$ cat config.mk
export PLATFORM = sky130hd
export DESIGN_NAME = magic_prefix_file_classifier_top
export DESIGN_NICKNAME = d
export VERILOG_FILES = /design/src/hw/rtl/mpfc_pkg.sv /design/src/hw/rtl/magic_prefix_file_classifier_top.sv /design/src/hw/rtl/mpfc_scan.sv
export SDC_FILE = /design/constraint.sdc
export NUM_CORES = 1
export LEC_CHECK = 0
export BUFFER_PORTS_ARGS = -buffer_cell sky130_fd_sc_hd__buf_4
export CORE_AREA = 2 2 170 296
export CTS_BUF_LIST = sky130_fd_sc_hd__clkbuf_4
export DETAILED_ROUTE_END_ITERATION = 12
export DIE_AREA = 0 0 172 298
export PLACE_DENSITY = 0.48
export SETUP_SLACK_MARGIN = 0.3
export SLEW_MARGIN = 5
export SYNTH_ARGS = -nofsm -noshare
export SYNTH_HDL_FRONTEND = slang
export SYNTH_SLANG_ARGS = --single-unit
export TNS_END_PERCENT = 20
$ cat constraint.sdc
create_clock -name clk -period 5.24 [get_ports clk]
set_clock_uncertainty 0.15 [all_clocks]
set_input_delay 0.262 -clock clk [delete_from_list [all_inputs] [get_ports clk]]
set_output_delay 0.262 -clock clk [all_outputs]
set_load 0.01 [all_outputs]
$ cat src/hw/rtl/mpfc_pkg.sv
// Shared types, constants and the magic prefix table of the file classifier.
package mpfc_pkg;

  localparam int NUM_ENTRIES = 48;
  localparam int MAX_PREFIX  = 26;
  localparam int PAT_W       = 8 * MAX_PREFIX;
  localparam int POS_W       = 5;
  localparam int ENTRY_W     = 6;

  localparam logic [ENTRY_W-1:0] NO_MATCH = ENTRY_W'(NUM_ENTRIES);
  localparam logic [7:0] PRINT_LO = 8'h20;
  localparam logic [7:0] PRINT_HI = 8'h7E;

  typedef enum logic [3:0] {
    FT_DOS_EXE      = 4'd0,
    FT_RAR          = 4'd1,
    FT_ZIP          = 4'd2,
    FT_GZIP         = 4'd3,
    FT_BZIP         = 4'd4,
    FT_SZDD         = 4'd5,
    FT_CAB          = 4'd6,
    FT_CHM          = 4'd7,
    FT_MAIL         = 4'd8,
    FT_OLE2         = 4'd9,
    FT_DATA         = 4'd10,
    FT_UNKNOWN_TEXT = 4'd11,
    FT_UNKNOWN_DATA = 4'd12
  } file_type_t;

  typedef struct packed {
    logic [POS_W-1:0] len;
    file_type_t       kind;
    logic [PAT_W-1:0] pat;
  } rom_entry_t;

  typedef struct packed {
    logic [NUM_ENTRIES-1:0] alive;
    logic                   printable;
    file_type_t             file_type;
    logic [ENTRY_W-1:0]     winner;
  } scan_res_t;

  function automatic rom_entry_t rom_entry(input logic [ENTRY_W-1:0] idx);
    rom_entry_t e;
    e = '{len: 5'd2, kind: FT_DATA, pat: '0};
    case (idx)
      6'd0:  e = '{5'd2,  FT_DOS_EXE, PAT_W'("MZ")};
      6'd1:  e = '{5'd4,  FT_RAR,     PAT_W'("Rar!")};
      6'd2:  e = '{5'd4,  FT_ZIP,     PAT_W'({"PK", 8'h03, 8'h04})};
      6'd3:  e = '{5'd2,  FT_GZIP,    PAT_W'(16'h1F8B)};
      6'd4:  e = '{5'd3,  FT_BZIP,    PAT_W'("BZh")};
      6'd5:  e = '{5'd4,  FT_SZDD,    PAT_W'("SZDD")};
      6'd6:  e = '{5'd4,  FT_CAB,     PAT_W'("MSCF")};
      6'd7:  e = '{5'd4,  FT_CHM,     PAT_W'("ITSF")};
      6'd8:  e = '{5'd5,  FT_MAIL,    PAT_W'("From ")};
      6'd9:  e = '{5'd8,  FT_MAIL,    PAT_W'("Received")};
      6'd10: e = '{5'd13, FT_MAIL,    PAT_W'("Return-Path: ")};
      6'd11: e = '{5'd13, FT_MAIL,    PAT_W'("Return-path: ")};
      6'd12: e = '{5'd14, FT_MAIL,    PAT_W'("Delivered-To: ")};
      6'd13: e = '{5'd8,  FT_MAIL,    PAT_W'("X-UIDL: ")};
      6'd14: e = '{5'd17, FT_MAIL,    PAT_W'("X-Apparently-To: ")};
      6'd15: e = '{5'd17, FT_MAIL,    PAT_W'("X-Envelope-From: ")};
      6'd16: e = '{5'd15, FT_MAIL,    PAT_W'("X-Original-To: ")};
      6'd17: e = '{5'd11, FT_MAIL,    PAT_W'(88'h582D53796D616E7465632D)};
      6'd18: e = '{5'd5,  FT_MAIL,    PAT_W'("X-EVS")};
      6'd19: e = '{5'd11, FT_MAIL,    PAT_W'("X-Real-To: ")};
      6'd20: e = '{5'd6,  FT_MAIL,    PAT_W'(">From ")};
      6'd21: e = '{5'd6,  FT_MAIL,    PAT_W'("Date: ")};
      6'd22: e = '{5'd12, FT_MAIL,    PAT_W'("Message-Id: ")};
      6'd23: e = '{5'd12, FT_MAIL,    PAT_W'("Message-ID: ")};
      6'd24: e = '{5'd13, FT_MAIL,    PAT_W'("Envelope-to: ")};
      6'd25: e = '{5'd15, FT_MAIL,    PAT_W'("Delivery-date: ")};
      6'd26: e = '{5'd4,  FT_MAIL,    PAT_W'("To: ")};
      6'd27: e = '{5'd9,  FT_MAIL,    PAT_W'("Subject: ")};
      6'd28: e = '{5'd5,  FT_MAIL,    PAT_W'("For: ")};
      6'd29: e = '{5'd6,  FT_MAIL,    PAT_W'("From: ")};
      6'd30: e = '{5'd14, FT_MAIL,
                   PAT_W'({8'h76, 8'h3A, 8'h0D, 8'h0A, "Received: "})};
      6'd31: e = '{5'd13, FT_MAIL,
                   PAT_W'({8'h76, 8'h3A, 8'h0A, "Received: "})};
      6'd32: e = '{5'd26, FT_MAIL,
                   PAT_W'({120'h48692E205468697320697320746865,
                           88'h20716D61696C2D73656E64})};
      6'd33: e = '{5'd8,  FT_OLE2,    PAT_W'(64'hD0CF11E0A1B11AE1)};
      6'd34: e = '{5'd4,  FT_DATA,    PAT_W'(32'h000001B3)};
      6'd35: e = '{5'd4,  FT_DATA,    PAT_W'(32'h000001BA)};
      6'd36: e = '{5'd4,  FT_DATA,    PAT_W'("RIFF")};
      6'd37: e = '{5'd3,  FT_DATA,    PAT_W'("GIF")};
      6'd38: e = '{5'd4,  FT_DATA,    PAT_W'(32'h89504E47)};
      6'd39: e = '{5'd4,  FT_DATA,    PAT_W'(32'hFFD8FF00)};
      6'd40: e = '{5'd2,  FT_DATA,    PAT_W'("BM")};
      6'd41: e = '{5'd4,  FT_DATA,    PAT_W'("OggS")};
      6'd42: e = '{5'd3,  FT_DATA,    PAT_W'("ID3")};
      6'd43: e = '{5'd3,  FT_DATA,    PAT_W'(24'hFFFB90)};
      6'd44: e = '{5'd5,  FT_DATA,    PAT_W'("%PDF-")};
      6'd45: e = '{5'd11, FT_DATA,    PAT_W'(88'h252150532D41646F62652D)};
      6'd46: e = '{5'd7,  FT_DATA,    PAT_W'(56'h3026B2758E66CF)};
      6'd47: e = '{5'd4,  FT_DATA,    PAT_W'(".RMF")};
      default: e = '{len: 5'd2, kind: FT_DATA, pat: '0};
    endcase
    return e;
  endfunction

  function automatic logic [7:0] entry_byte(input rom_entry_t e,
                                            input logic [POS_W-1:0] pos);
    logic [POS_W-1:0] k;
    k = e.len - 5'd1 - pos;
    return e.pat[{k, 3'b000} +: 8];
  endfunction

endpackage

$ cat src/hw/rtl/magic_prefix_file_classifier_top.sv
// Top level of the magic prefix file classifier with input and result registers.
// The block takes one buffer byte per cycle and sustains one transaction per cycle
// end to end unless stalled as below: each byte is registered, compared against
// all 48 prefixes at its position and folded into the match state in the following
// cycle. The byte marked last yields one result transaction, registered as that
// byte leaves its input register, and the state is cleared at the same time, so
// the next buffer can start in the cycle right after. Only the result register
// being full and stalled holds the input back, and only when a last byte waits.
module magic_prefix_file_classifier_top (
  input  logic       clk,
  input  logic       rst_n,
  input  logic       in_valid,
  output logic       in_stall,
  input  logic [7:0] in_data_byte,
  input  logic       in_last_byte,
  output logic       out_valid,
  input  logic       out_stall,
  output logic [3:0] out_file_type,
  output logic [5:0] out_matched_entry
);

  logic                              in_v_r;
  logic [7:0]                        in_byte_r;
  logic                              in_last_r;
  logic [mpfc_pkg::NUM_ENTRIES-1:0]  alive_r;
  logic [mpfc_pkg::POS_W-1:0]        pos_r;
  logic                              printable_r;
  logic                              out_v_r;
  mpfc_pkg::file_type_t              out_type_r;
  logic [mpfc_pkg::ENTRY_W-1:0]      out_entry_r;
  logic                              adv;
  logic                              in_acc;
  mpfc_pkg::scan_res_t               res;

  assign adv      = in_v_r && (!in_last_r || !out_v_r || !out_stall);
  assign in_stall = in_v_r && !adv;
  assign in_acc   = in_valid && !in_stall;

  mpfc_scan u_scan (
    .data_byte (in_byte_r),
    .pos       (pos_r),
    .alive     (alive_r),
    .printable (printable_r),
    .res       (res)
  );

  always_ff @(posedge clk) begin
    if (!rst_n) begin
      in_v_r <= 1'b0;
    end else if (in_acc) begin
      in_v_r <= 1'b1;
    end else if (adv) begin
      in_v_r <= 1'b0;
    end
  end

  always_ff @(posedge clk) begin
    if (in_acc) begin
      in_byte_r <= in_data_byte;
      in_last_r <= in_last_byte;
    end
  end

  always_ff @(posedge clk) begin
    if (!rst_n) begin
      alive_r     <= '1;
      pos_r       <= '0;
      printable_r <= 1'b1;
    end else if (adv) begin
      if (in_last_r) begin
        alive_r     <= '1;
        pos_r       <= '0;
        printable_r <= 1'b1;
      end else begin
        alive_r     <= res.alive;
        printable_r <= res.printable;
        if (pos_r < mpfc_pkg::POS_W'(mpfc_pkg::MAX_PREFIX)) begin
          pos_r <= pos_r + 5'd1;
        end
      end
    end
  end

  always_ff @(posedge clk) begin
    if (!rst_n) begin
      out_v_r <= 1'b0;
    end else if (adv && in_last_r) begin
      out_v_r <= 1'b1;
    end else if (!out_stall) begin
      out_v_r <= 1'b0;
    end
  end

  always_ff @(posedge clk) begin
    if (adv && in_last_r) begin
      out_type_r  <= res.file_type;
      out_entry_r <= res.winner;
    end
  end

  assign out_valid         = out_v_r;
  assign out_file_type     = out_type_r;
  assign out_matched_entry = out_entry_r;

  a_no_overwrite: assert property (@(posedge clk) disable iff (!rst_n)
    (adv && in_last_r) |-> !(out_v_r && out_stall))
    else $error("Result register overwritten while stalled.");

  a_clear_after_last: assert property (@(posedge clk) disable iff (!rst_n)
    (adv && in_last_r) |=> (pos_r == '0 && (&alive_r) && printable_r))
    else $error("Match state not cleared after the last byte.");

  a_pos_saturates: assert property (@(posedge clk) disable iff (!rst_n)
    pos_r <= mpfc_pkg::POS_W'(mpfc_pkg::MAX_PREFIX))
    else $error("Byte position beyond the longest prefix.");

  a_fallback_type: assert property (@(posedge clk) disable iff (!rst_n)
    out_v_r |-> ((out_entry_r == mpfc_pkg::NO_MATCH) ==
                 (out_type_r == mpfc_pkg::FT_UNKNOWN_TEXT ||
                  out_type_r == mpfc_pkg::FT_UNKNOWN_DATA)))
    else $error("Fallback type does not agree with the matched entry.");

endmodule

$ cat src/hw/rtl/mpfc_scan.sv
// Per-byte prefix compare, printable tracking and first-match selection.
module mpfc_scan (
  input  logic [7:0]                      data_byte,
  input  logic [mpfc_pkg::POS_W-1:0]      pos,
  input  logic [mpfc_pkg::NUM_ENTRIES-1:0] alive,
  input  logic                            printable,
  output mpfc_pkg::scan_res_t             res
);

  logic [mpfc_pkg::NUM_ENTRIES-1:0] alive_nxt;
  logic [mpfc_pkg::NUM_ENTRIES-1:0] cand;
  logic [mpfc_pkg::POS_W-1:0]       count;
  mpfc_pkg::rom_entry_t             e;

  assign count = pos + 5'd1;

  always_comb begin
    alive_nxt = alive;
    cand      = '0;
    for (int i = 0; i < mpfc_pkg::NUM_ENTRIES; i++) begin
      e = mpfc_pkg::rom_entry(mpfc_pkg::ENTRY_W'(i));
      if (pos < e.len && mpfc_pkg::entry_byte(e, pos) != data_byte) begin
        alive_nxt[i] = 1'b0;
      end
      cand[i] = alive_nxt[i] && (e.len <= count);
    end
  end

  always_comb begin
    mpfc_pkg::rom_entry_t w;
    res.alive     = alive_nxt;
    res.printable = printable && (data_byte >= mpfc_pkg::PRINT_LO)
                    && (data_byte <= mpfc_pkg::PRINT_HI);
    res.winner    = mpfc_pkg::NO_MATCH;
    res.file_type = res.printable ? mpfc_pkg::FT_UNKNOWN_TEXT
                                  : mpfc_pkg::FT_UNKNOWN_DATA;
    for (int i = mpfc_pkg::NUM_ENTRIES - 1; i >= 0; i--) begin
      w = mpfc_pkg::rom_entry(mpfc_pkg::ENTRY_W'(i));
      if (cand[i]) begin
        res.winner    = mpfc_pkg::ENTRY_W'(i);
        res.file_type = w.kind;
      end
    end
  end

endmodule
After elaboration in Yosys (flattened, before gate mapping). Cells that the tools add are included.

Add/sub/neg operators: 16. $mul: 0. Divide/modulo/power cells: 0. Order comparisons: 32. Equality and inequality tests: 49. Shift operators: 48. Muxes and demuxes: 104. Bitwise logic cells: 0. Reductions and logical operators: 117.

Operators with widths (number): $shiftx A208 B9 Y8 const A (48); $mux W10 (40); $ne A8 B8 Y1 (48); $logic_and A1 B1 Y1 (102); $mux W1 (53); $mux W48 (1); $mux W9 (4); $le A4 B5 Y1 const A (7); $lt A5 B4 Y1 const B (7); $reduce_or A32 Y1 (1); $sub A4 B5 Y5 const A (6); $le A3 B5 Y1 const A (4); $lt A5 B3 Y1 const B (4); $sub A3 B5 Y5 const A (4); $mux W8 (2); $reduce_or A16 Y1 (1); $le A2 B5 Y1 const A (2); $le A5 B5 Y1 const A (2); $lt A5 B2 Y1 const B (2); $lt A5 B5 Y1 const B (2); $mux W5 (2); $sub A2 B5 Y5 const A (2); $sub A5 B5 Y5 const A (2); $ge A8 B6 Y1 const B (1); other kinds (13) (19).

Flip-flop bits (word level): 75. Latch bits: 0. Memory bits (writable): 0. Memory bits (read-only): 0. Input bits: 13. Output and inout bits: 12. Word-level logic and storage cells: 383. Memories kept: 0.

Longest topological paths before layout. Gate-level depths: netlist of run 1.

Word-level depth: 53. Mapped depth: 20.

Hierarchy. A second synthesis of run 1 with hierarchy kept.

Cell total of the unflattened synthesis: 2030. Area total of the unflattened synthesis: 14259.9 um^2.

Modules (own cells, without submodules): mpfc_scan (times used 1, cells an instance 1810, area an instance 11757.5 um^2); magic_prefix_file_classifier_top (times used 1, cells an instance 220, area an instance 2502.4 um^2).

Worst setup path before layout of run 1. Ideal clock, no wire load.

Path type: reg-to-reg. Start point: reg pos_r[2] (netlist name). End point: reg out_entry_r (netlist bit out_matched_entry[0]) (data pin). Setup time: 0.256 ns. Data arrival time: 4.429 ns. Required time: 4.834 ns. Setup slack: 0.406 ns. Cell stages (with the launch flop): 19. Path buffers: 5. Period minus slack after synthesis: 4.834 ns. Cell sequence: dfxtp_1 buf_2 inv_1 clkbuf_1 clkbuf_1 ha_1 buf_4 xor2_4 buf_6 nand2_2 or4_4 a2111oi_4 o211a_1 o21bai_1 a221oi_2 nand3_1 a211oi_2 o2111ai_1 o211a_1.

Longest elaborated chain between the ends: 53. Elaborated cells between the ends (all ways): 333. Classes of those cells: add/sub: 16; order compare: 30; eq/ne: 48; shift: 48; mux: 95; reduce/logical: 96.

RTL lines: start, declared (RTL line magic_prefix_file_classifier_top.sv:26) `logic [mpfc_pkg::POS_W-1:0] pos_r;`; start signal, assigned (RTL line magic_prefix_file_classifier_top.sv:78) `pos_r <= pos_r + 5'd1;`; $sub A2 B5 Y5 (RTL line mpfc_pkg.sv:107) `k = e.len - 5'd1 - pos;`; $shiftx A208 B9 Y8 (RTL line mpfc_pkg.sv:108) `return e.pat[{k, 3'b000} +: 8];`; $ne A8 B8 Y1 (RTL line mpfc_scan.sv:22) `if (pos < e.len && mpfc_pkg::entry_byte(e, pos) != data_byte) begin`; $logic_and A1 B1 Y1 (RTL line mpfc_scan.sv:22); $mux W1 (RTL line mpfc_scan.sv:22); $logic_and A1 B1 Y1 (RTL line mpfc_scan.sv:25) `cand[i] = alive_nxt[i] && (e.len <= count);`; $mux W10 (40 in series) (RTL line mpfc_scan.sv:39) `if (cand[i]) begin`; $mux W9 (4 in series) (RTL line mpfc_scan.sv:39); $mux W8 (2 in series) (RTL line mpfc_scan.sv:39); $mux W7 (RTL line mpfc_scan.sv:39); end signal, assigned (RTL line magic_prefix_file_classifier_top.sv:97) `out_entry_r <= res.winner;`; end, declared (RTL line magic_prefix_file_classifier_top.sv:30) `logic [mpfc_pkg::ENTRY_W-1:0] out_entry_r;`.

Parallel ways exist; a longest one is shown, timed or not. A chain may end at the register's enable or synchronous reset.

Final worst setup path of run 1.
Start point: reg pos_r[2] (netlist name). End point: reg out_type_r[1], in the netlist out_file_type[1] (data pin).

Longest elaborated chain between the ends: 52. Elaborated cells between the ends (all ways): 333. Classes of those cells: add/sub: 16; order compare: 30; eq/ne: 48; shift: 48; mux: 94; reduce/logical: 97.

RTL lines: $sub A2 B5 Y5 (RTL line mpfc_pkg.sv:107); $shiftx A208 B9 Y8 (RTL line mpfc_pkg.sv:108); $ne A8 B8 Y1 (RTL line mpfc_scan.sv:22); $logic_and A1 B1 Y1 (RTL line mpfc_scan.sv:22); $mux W1 (RTL line mpfc_scan.sv:22); $logic_and A1 B1 Y1 (RTL line mpfc_scan.sv:25); $mux W10 (40 in series) (RTL line mpfc_scan.sv:39); $mux W9 (4 in series) (RTL line mpfc_scan.sv:39); $mux W8 (2 in series) (RTL line mpfc_scan.sv:39); end signal, assigned (RTL line magic_prefix_file_classifier_top.sv:96) `out_type_r <= res.file_type;`; end, declared (RTL line magic_prefix_file_classifier_top.sv:29) `mpfc_pkg::file_type_t out_type_r;`.

Parallel ways exist; a longest one is shown, timed or not.

==> results of run 1 <==
## worst register-to-register path: cells and delay by family, from the launching register on
kind | cells | cell delay [ps]
buf+inv | 5 | 1080
xor+xnor | 1 | 70
flops | 1 | 370
simple gates | 5 | 1220
fa+ha+maj | 1 | 350
compound gates | 5 | 1490
## through the flow
step	cell area [µm²]	hold slack (ps)	total power [mW]	cells	utilization [%]
5_1_grt	16200	289	2.25	2795	33.3
3_5_place_dp	15800	283	1.70	2757	32.4
2_1_floorplan	14500	211	1.32	2134	-
3_3_place_gp	15800	280	1.70	2757	32.4
4_1_cts	16100	260	2.15	2787	33.1
6_report	16200	292	2.18	2798	33.3
## synth_stat cells, drive strengths merged (19+ instances only)
library cell / instances / share of area [%]
nor4: 29 / 1.3
xor2: 19 / 1.3
nand2b: 48 / 2.1
clkbuf: 88 / 2.3
dfxtp: 56 / 7.7
or2: 22 / 0.95
buf: 118 / 4.4
nand3: 65 / 2.2
o21ai: 163 / 5.7
a211oi: 39 / 2.1
mux2i: 31 / 2.1
o211ai: 40 / 2.1
a31oi: 44 / 1.9
a21oi: 115 / 4.1
edfxtp: 19 / 3.9
nor3: 71 / 2.5
nand4: 49 / 2.1
o31ai: 27 / 1.4
xnor2: 134 / 8.2
nand2: 228 / 5.9
nor3b: 20 / 1.0
inv: 39 / 1.0
o21a: 20 / 1.0
o22ai: 22 / 0.95
nor2b: 59 / 2.6
ha: 36 / 3.1
or3: 21 / 0.94
and3: 25 / 1.1
nor2: 166 / 4.3
## flip-flops by register name (all words and copies together), names as in the netlist, 4 cells and up
name	cells
out_matched_entry	6
in_byte_r	8
alive_r	48
out_file_type	4
pos_r	5
## area by class of cell
type	count	area [µm²]
antenna	5	12.5
clock buffer	10	75.1
clock inverter	6	63.8
fill	5335	32500
inverter	44	169
multi-input combinational	1809	11800
sequential	75	1700
tap	654	818
timing repair buffer	195	1610
## worst min-delay path by stage
stage	startpoint	endpoint	slack, ps
2_1_floorplan	in_data_byte[0]	in_byte_r[0]$_DFFE_PP_	210
3_3_place_gp	alive_r[8]$_SDFFE_PN1P_	alive_r[8]$_SDFFE_PN1P_	280
3_5_place_dp	alive_r[15]$_SDFFE_PN1P_	alive_r[15]$_SDFFE_PN1P_	280
4_1_cts	in_data_byte[4]	in_byte_r[4]$_DFFE_PP_	260
5_1_grt	in_data_byte[2]	in_byte_r[2]$_DFFE_PP_	290
6_report	in_data_byte[4]	in_byte_r[4]$_DFFE_PP_	290
## kinds of logic after synthesis
| group | count (synthesis) | share of synthesized area [%] |
|---|---|---|
| buf+inv | 250 | 7.80 |
| fa+ha+maj | 36 | 3.10 |
| mux | 40 | 3.15 |
| flops | 75 | 11.7 |
| simple gates | 877 | 31.2 |
| xor+xnor | 153 | 9.57 |
| compound gates | 703 | 33.6 |
## per-layer routing
metal	global-route usage (%)	wire length (µm)	vias to the layer above
met5	0	15	-
met4	29.5	9640	2
met3	5.90	6620	423
met2	55.2	40600	1144
met1	35.3	29100	8762
li1	-	-	7971
## power breakdown
group          switching [mW]  internal [mW]
logic                   0.711          0.375
clock network           0.285          0.151
registers              0.0290          0.628
## what timing repair did
action                                 CTS  global route
pin swaps                                0             2
endpoints found under the hold margin   15             0
resized for setup                        5            18
setup endpoints to repair                1             9
hold buffers                            14             0
setup buffers                            0             6
==> flow_summary.yaml, run 1 <==
global_routing:
  grt.total_usage_pct: 33.2
  grt_overflow_total: 0
  grt_pass1_wl_mm: 123
  grt_antenna_before_repair: 4
  grt_max_degree: 66
  grt_pass1_vias: 17716
cells_and_area:
  final_common_cell: "nand2_1"
  layout_common_cells: "nand2_1, buf_4, nor2_1"
  final_nets: 2183
  drive_above_1_share_pct: 13.7
  syn_to_final_growth_pct: 11.9
synth:
  seq_area_frac_synth_pct: 11.7
  netlist_area_um2: 14500
  synth_cells: 2134
  syn_nets: 2183
  ys_ff_latch: 75
  syn_avg_cell_area_um2: 6.80
  synth-main-ff-cell: "dfxtp_1"
  ys_types: 106
  ys_warn_count: 0
  synth-edff-count: 19
  synthArstFlopShare_pct: 0
critical_path:
  cp.depth: 17
  crit_buf_inv: 5
  cp-start-kind: "flop"
  crit_path_frequent_cell: "buf_4"
  crit_path_max_fanout: 11
  critPathTopFamily: "compound AO/OA/AOI/OAI gates"
  reg2reg_to: "out_file_type[1]$_SDFFCE_PP0P_"
  cpMaxStageDelayCell: "a2111oi_0"
  critical_path.cell_chain: "inv_1 -> buf_4 -> ha_2 -> buf_4 -> xnor2_1 -> buf_4 -> nor2_1 -> o21ai_0 -> a2111oi_0 -> buf_4 -> o211ai_1 -> nor2b_1 -> nor2b_1 -> and2_1 -> nor2b_1 -> a2111o_1 -> o22ai_1"
  end_kind: "flop"
  reg2reg_depth: 17
  crit_start: "pos_r[2]$_SDFFE_PN0P_"
  cp-endpoint: "out_file_type[1]$_SDFFCE_PP0P_"
  worst_ep_arrival_time_ps: 5130
  slowest_delay_ps: 610
  crit_required_ps: 5480
  crit_type: "flop to flop"
  worstReg2RegStart: "pos_r[2]$_SDFFE_PN0P_"
  r2r_slack_ps: 350
placed_design:
  place_congestion: 1.04
  place_ws_ps: 199
  place.port_buffers: 24
  dp.final_hpwl_mm: 64.9
floorplanning:
  die_w_um: 172
  coreArea_um2: 48700
  dieHeight_um: 298
  pin_count: 25
  rows: 107
  start_util_pct: 29.8
  die-area_um2: 51300
timing:
  final-setup-viol-count: 0
  slew_headroom_pct: 25.6
  hold_viol_final: 0
  finalCritPeriodShare_pct: 93.3
  slew_violations: 0
  period_needed_ps: 4890
  tns_ps: 0
  tightest_slew_ps: 1120
  rsz0062_at_grt: "true"
  final.setup.worst_slack_ps: 350
  fmax_mhz: 205
clock_tree:
  clockRootBuffer: "clkbuf_4"
  path_clk_slew_ps: 160
  clkSinkCount: 75
  insertion_delay_ps: 550
  numCtsBuffers: 9
  clockBufferDepth: 2
  htree_levels: 3
  cts_tree: "built"
detailed_routing:
  drc: 0
  drt-pass1-iter-count: 5
  ant_nets: 0
  first_iter_violations: 1994
  vias_per_cell: 6.54
  wire_per_inst_um: 30.7
  wirelength_mm: 86.0
  num_vias: 18302
flow_run:
  cap_violations: 0
power:
  power_leakage_nw: 6.04
  peakVddDrop_mv: 0.0824
  p_per_area_nw_per_um2: 134
outcome:
  status: "finished clean"
worst_hold_path:
  hold_path_class: "input port to flop"
  hold_depth: 2
(Power assumes the default switching activity.)
==> run 2, diff against run 1 <==
==> constraint.sdc (replaced) <==
create_clock -name clk -period 5.24 [get_ports clk]
set_clock_uncertainty 0.15 [all_clocks]
set_input_delay 0.786 -clock clk [delete_from_list [all_inputs] [get_ports clk]]
set_output_delay 0.786 -clock clk [all_outputs]
set_load 0.01 [all_outputs]
==> run 2 against run 1 <==
  * Cell area fell by 0.85%
  * Clock power fell by 3%
  * Critical path type unchanged
  * Routed wire length rose by 0.26%
==> flow_summary.yaml, run 2 (synthesis gave the netlist of run 1 again) <==
outcome:
  status: "finished clean"
power:
  power_leakage_nw: 5.98
  power.internal_mw: 1.14
  p_comb_share_pct: 50.2
  pwr-share-seq_pct: 30.3
  p_switching_mw: 1.02
  p_sw_share_pct: 47.3
  p_per_area_nw_per_um2: 134
  pwr-share-clk_pct: 19.5
  peakVddDrop_mv: 0.0718
detailed_routing:
  vias_per_cell: 6.53
  wirelength_mm: 86.2
  ant_nets: 0
  num_vias: 18154
  drt-pass1-iter-count: 6
  wire_per_inst_um: 31.0
  first_iter_violations: 2036
  drc: 0
global_routing:
  grt_overflow_total: 0
  grt_pass1_wl_mm: 123
  grt.total_usage_pct: 33.1
  met1_usage_pct: 35.2
  grt_pass1_vias: 17393
  busiest_layer: "met2"
  grt_max_degree: 66
  met2_usage_pct: 54.9
  grtUsageMet3_pct: 5.86
  grt_antenna_before_repair: 2
critical_path:
  cp-start-kind: "flop"
  worst_ep_arrival_time_ps: 5190
  crit_required_ps: 5450
  critical_path.cell_chain: "buf_4 -> ha_1 -> inv_1 -> o221ai_1 -> o21ai_0 -> a31oi_1 -> a2bb2oi_1 -> o31ai_2 -> a311oi_2 -> nand3_1 -> or3_4 -> o41ai_2"
  cpMaxStageDelayCell: "ha_1"
  crit_path_max_fanout: 32
  slowest_delay_ps: 740
  crit_type: "flop to flop"
  end_kind: "flop"
timing:
  finalCritPeriodShare_pct: 95.0
  fmax_mhz: 201
  hold_viol_final: 0
  slew_headroom_pct: 22.4
  period_needed_ps: 4980
  tns_ps: 0
  tightest_slew_ps: 1160
  slew_violations: 0
  final-setup-viol-count: 0
  rsz0062_at_grt: "true"
cells_and_area:
  largest-register: "alive_r"
  stdcell_area_um2: 16100
  largest_reg_flops: 48
  drive_above_1_share_pct: 13.8
  layout_common_cells: "nand2_1, buf_4, nor2_1"
  final_nets: 2167
  final_common_cell: "nand2_1"
  nFillCells: 5375
  syn_to_final_growth_pct: 11.0
clock_tree:
  cts_tree: "built"
  postCtsHoldBufs: 0
  insertion_delay_ps: 550
  numCtsBuffers: 9
  clkSinkCount: 75
  clockBufferDepth: 2
  htree_levels: 3
  clockRootBuffer: "clkbuf_4"
  path_clk_slew_ps: 170
placed_design:
  place_congestion: 1.03
  placed_area_um2: 15800
  place.port_buffers: 24
  dp.final_hpwl_mm: 64.9
floorplanning:
  rows: 107
  start_util_pct: 29.8
  dieHeight_um: 298
  die_w_um: 172
  coreArea_um2: 48700
  pin_count: 25
  die-area_um2: 51300
worst_hold_path:
  hold_path_class: "input port to flop"
flow_run:
  cap_violations: 0
## run 2: cell count changes in the layout (fill, tap and decap cells not counted), moves of 2 or more
cell           before  now
clkinv_4            0    2
dlygate4sd3_1      14    0
buf_4             172  170
diode_2             5    2
ha_1               29   31
ha_2                6    3
## run 2: layout make-up
cell class	instances	area [µm²]	area share [%]
antenna	2	5.00	0.0311
clock buffer	9	67.6	0.420
clock inverter	6	66.3	0.412
inverter	44	169	1.05
multi-input combinational	1809	11800	73.4
sequential	75	1700	10.5
tap	654	818	5.08
timing repair buffer	179	1460	9.05
## run 2: final timing paths
path	to	slack, ps	from	cells after the start
setup reg to reg	out_file_type[0]$_SDFFCE_PP0P_	260	pos_r[0]$_SDFFE_PN0P_	12
hold / removal	in_byte_r[4]$_DFFE_PP_	270	in_data_byte[4]	1
setup / recovery	out_file_type[0]$_SDFFCE_PP0P_	260	pos_r[0]$_SDFFE_PN0P_	12
hold reg to reg	alive_r[15]$_SDFFE_PN1P_	310	alive_r[15]$_SDFFE_PN1P_	2
## run 2: metrics by stage
step           utilization (%)  power, mW  std cells  hold WS (ps)  setup slack (ps)
2_1_floorplan                -       1.32       2134           266               406
3_3_place_gp              32.4       1.70       2756           282               296
3_5_place_dp              32.4       1.70       2756           286               232
4_1_cts                   32.7       2.12       2771           234               328
5_1_grt                   33.0       2.24       2777           240               202
6_report                  33.0       2.16       2778           267               262
## run 2: critical path, delay by kind of cell (launching register included)
| kind | cells | cell delay [ps] |
|---|---|---|
| flip-flops | 1 | 390 |
| AO/OA/AOI/OAI | 7 | 1840 |
| buffers and inverters | 2 | 940 |
| AND/OR/NAND/NOR | 2 | 690 |
| adder cells (fa/ha/maj) | 1 | 740 |
## run 2: power by group through the flow
stage | Clock (mW) | Sequential [mW] | Combinational (mW)
floorplan | 0 | 0.656 | 0.667
finish | 0.421 | 0.657 | 1.09
detailed placement | 0 | 0.669 | 1.03
global route | 0.445 | 0.661 | 1.13
global placement | 0 | 0.669 | 1.03
CTS | 0.429 | 0.656 | 1.04
## run 2: per-layer routing
metal | part of all wire (%) | vias to the layer above
met3 | 7.3 | 435
met4 | 12 | 2
met2 | 46 | 1115
met1 | 34 | 8680
li1 | - | 7922
met5 | 0.016 | -
## run 2: timing repair
action,in CTS,in global routing
pin swaps,0,2
gates resized for setup,4,24
setup buffers,0,5
setup endpoints to repair,2,9
==> run 3, diff against run 2 <==
==> constraint.sdc (replaced) <==
create_clock -name clk -period 5.8 [get_ports clk]
set_clock_uncertainty 0.15 [all_clocks]
set_input_delay 0.87 -clock clk [delete_from_list [all_inputs] [get_ports clk]]
set_output_delay 0.87 -clock clk [all_outputs]
set_load 0.01 [all_outputs]
==> run 3 against run 2 <==
  * Critical path depth rose by 3
  * Routed wire length grew 4.5%
  * Die area did not move
  * Fmax fell by 6.3%
  * Sequential power shrank 9.1%
  * Combinational power fell by 12%
==> flow_summary.yaml, run 3 (synthesis gave the netlist of run 1 again) <==
power:
  power_leakage_nw: 5.78
  peakVddDrop_mv: 0.0956
  power_mw: 1.96
  p_per_area_nw_per_um2: 125
timing:
  tns_ps: 0
  tightest_slew_ps: 1320
  hold_viol_final: 0
  finalCritPeriodShare_pct: 91.6
  fmax_mhz: 188
  slew_violations: 0
  rsz0062_at_grt: "false"
  period_needed_ps: 5310
  final.setup.worst_slack_ps: 488
  hold_slack_ps: 289
  final-setup-viol-count: 0
  slew_headroom_pct: 11.9
detailed_routing:
  wirelength_mm: 90.1
  wire_per_inst_um: 32.8
  ant_nets: 0
  vias_per_cell: 6.65
  num_vias: 18285
  first_iter_violations: 2153
  drt-pass1-iter-count: 6
  drc: 0
clock_tree:
  path_clk_slew_ps: 160
  postCtsSetupBuffers: 0
  insertion_delay_ps: 620
  cts_tree: "built"
  clockBufferDepth: 2
  ctsResizeCount: 0
  clockRootBuffer: "clkbuf_4"
  postCtsHoldBufs: 0
  htree_levels: 3
  numCtsBuffers: 9
  clkSinkCount: 75
global_routing:
  grt.total_usage_pct: 34.4
  grt_pass1_wl_mm: 126
  grt_max_degree: 80
  grt_pass1_vias: 17269
  grt_antenna_before_repair: 5
  grt_overflow_total: 0
placed_design:
  place_congestion: 0.994
  place_ws_ps: 502
  dp.final_hpwl_mm: 67.0
  place.port_buffers: 24
critical_path:
  crit_start: "pos_r[2]$_SDFFE_PN0P_"
  end_kind: "flop"
  reg2reg_depth: 15
  crit_path_max_fanout: 15
  crit_type: "flop to flop"
  worstReg2RegStart: "pos_r[2]$_SDFFE_PN0P_"
  crit_required_ps: 6110
  r2r_slack_ps: 490
  cp-start-kind: "flop"
  reg2reg_to: "out_file_type[1]$_SDFFCE_PP0P_"
  cp-endpoint: "out_file_type[1]$_SDFFCE_PP0P_"
  worst_ep_arrival_time_ps: 5620
cells_and_area:
  final_core_util_pct: 32.2
  final_nets: 2132
  drive_above_1_share_pct: 11.4
  layout_common_cells: "nand2_1, nor2_1, o21ai_0"
  final_common_cell: "nand2_1"
  syn_to_final_growth_pct: 8.04
  largest_reg_flops: 48
  nFillCells: 5477
  largest-register: "alive_r"
floorplanning:
  die-area_um2: 51300
  die_w_um: 172
  rows: 107
  start_util_pct: 29.8
  dieHeight_um: 298
  pin_count: 25
  coreArea_um2: 48700
outcome:
  status: "finished clean"
flow_run:
  cap_violations: 0
worst_hold_path:
  hold_path_class: "input port to flop"
run 3: cell count changes in the layout (fill, tap and decap cells not counted), moves of 3 or more:
cell	change
buf_4	-31
buf_12	-4
diode_2	+4
nand2_1	+3
nand2_2	-3
run 3: per-stage QoR:
stage               instance area, µm²  std cells
floorplan                        14500       2134
global placement                 15500       2726
detailed placement               15500       2726
CTS                              15700       2742
global route                     15700       2745
finish                           15700       2748
run 3: report_power, final:
part / leakage, nW / switching (mW) / internal [mW]
clock network: 0.0714 / 0.268 / 0.129
logic: 5.07 / 0.643 / 0.318
registers: 0.642 / 0.0295 / 0.568
run 3: how the worst min path moves through the flow:
stage,startpoint,endpoint,slack (ps),cells past startpoint
global placement,alive_r[15]$_SDFFE_PN1P_,alive_r[15]$_SDFFE_PN1P_,280,2
detailed placement,alive_r[8]$_SDFFE_PN1P_,alive_r[8]$_SDFFE_PN1P_,290,2
global route,in_data_byte[1],in_byte_r[1]$_DFFE_PP_,290,1
finish,in_data_byte[2],in_byte_r[2]$_DFFE_PP_,290,1
floorplan,alive_r[27]$_SDFFE_PN1P_,alive_r[27]$_SDFFE_PN1P_,270,2
CTS,in_data_byte[1],in_byte_r[1]$_DFFE_PP_,280,1
run 3: layout make-up:
class                           instances  area, µm²  area share, %
Antenna cell                            6       15.0         0.0958
Clock buffer                            9       67.6          0.431
Clock inverter                          7       67.6          0.431
Inverter                               44        165           1.05
Multi-Input combinational cell       1809      11700           74.6
Sequential cell                        75       1700           10.8
Tap cell                              654        818           5.22
Timing Repair Buffer                  144       1140           7.30
run 3: routing by layer:
| layer | global-route usage, % | wire [µm] | vias up |
|---|---|---|---|
| li1 | - | - | 7873 |
| met5 | 0 | 0 | - |
| met2 | 56.6 | 42100 | 1167 |
| met3 | 5.83 | 6890 | 433 |
| met1 | 36.9 | 30900 | 8812 |
| met4 | 31.7 | 10200 | 0 |
run 3: worst max-delay path, stage by stage, from the launching register on:
cell and delay (ps):
dfxtp_2 370, inv_1 360, buf_4 310, ha_1 490
clkinv_1 510, nand2_1 590, o21ai_0 180, a2111oi_0 580
buf_4 210, o211ai_1 100, nor2b_1 190, nor2b_1 140
and2_1 180, nor2b_1 210, a2111o_1 430, o22ai_1 140
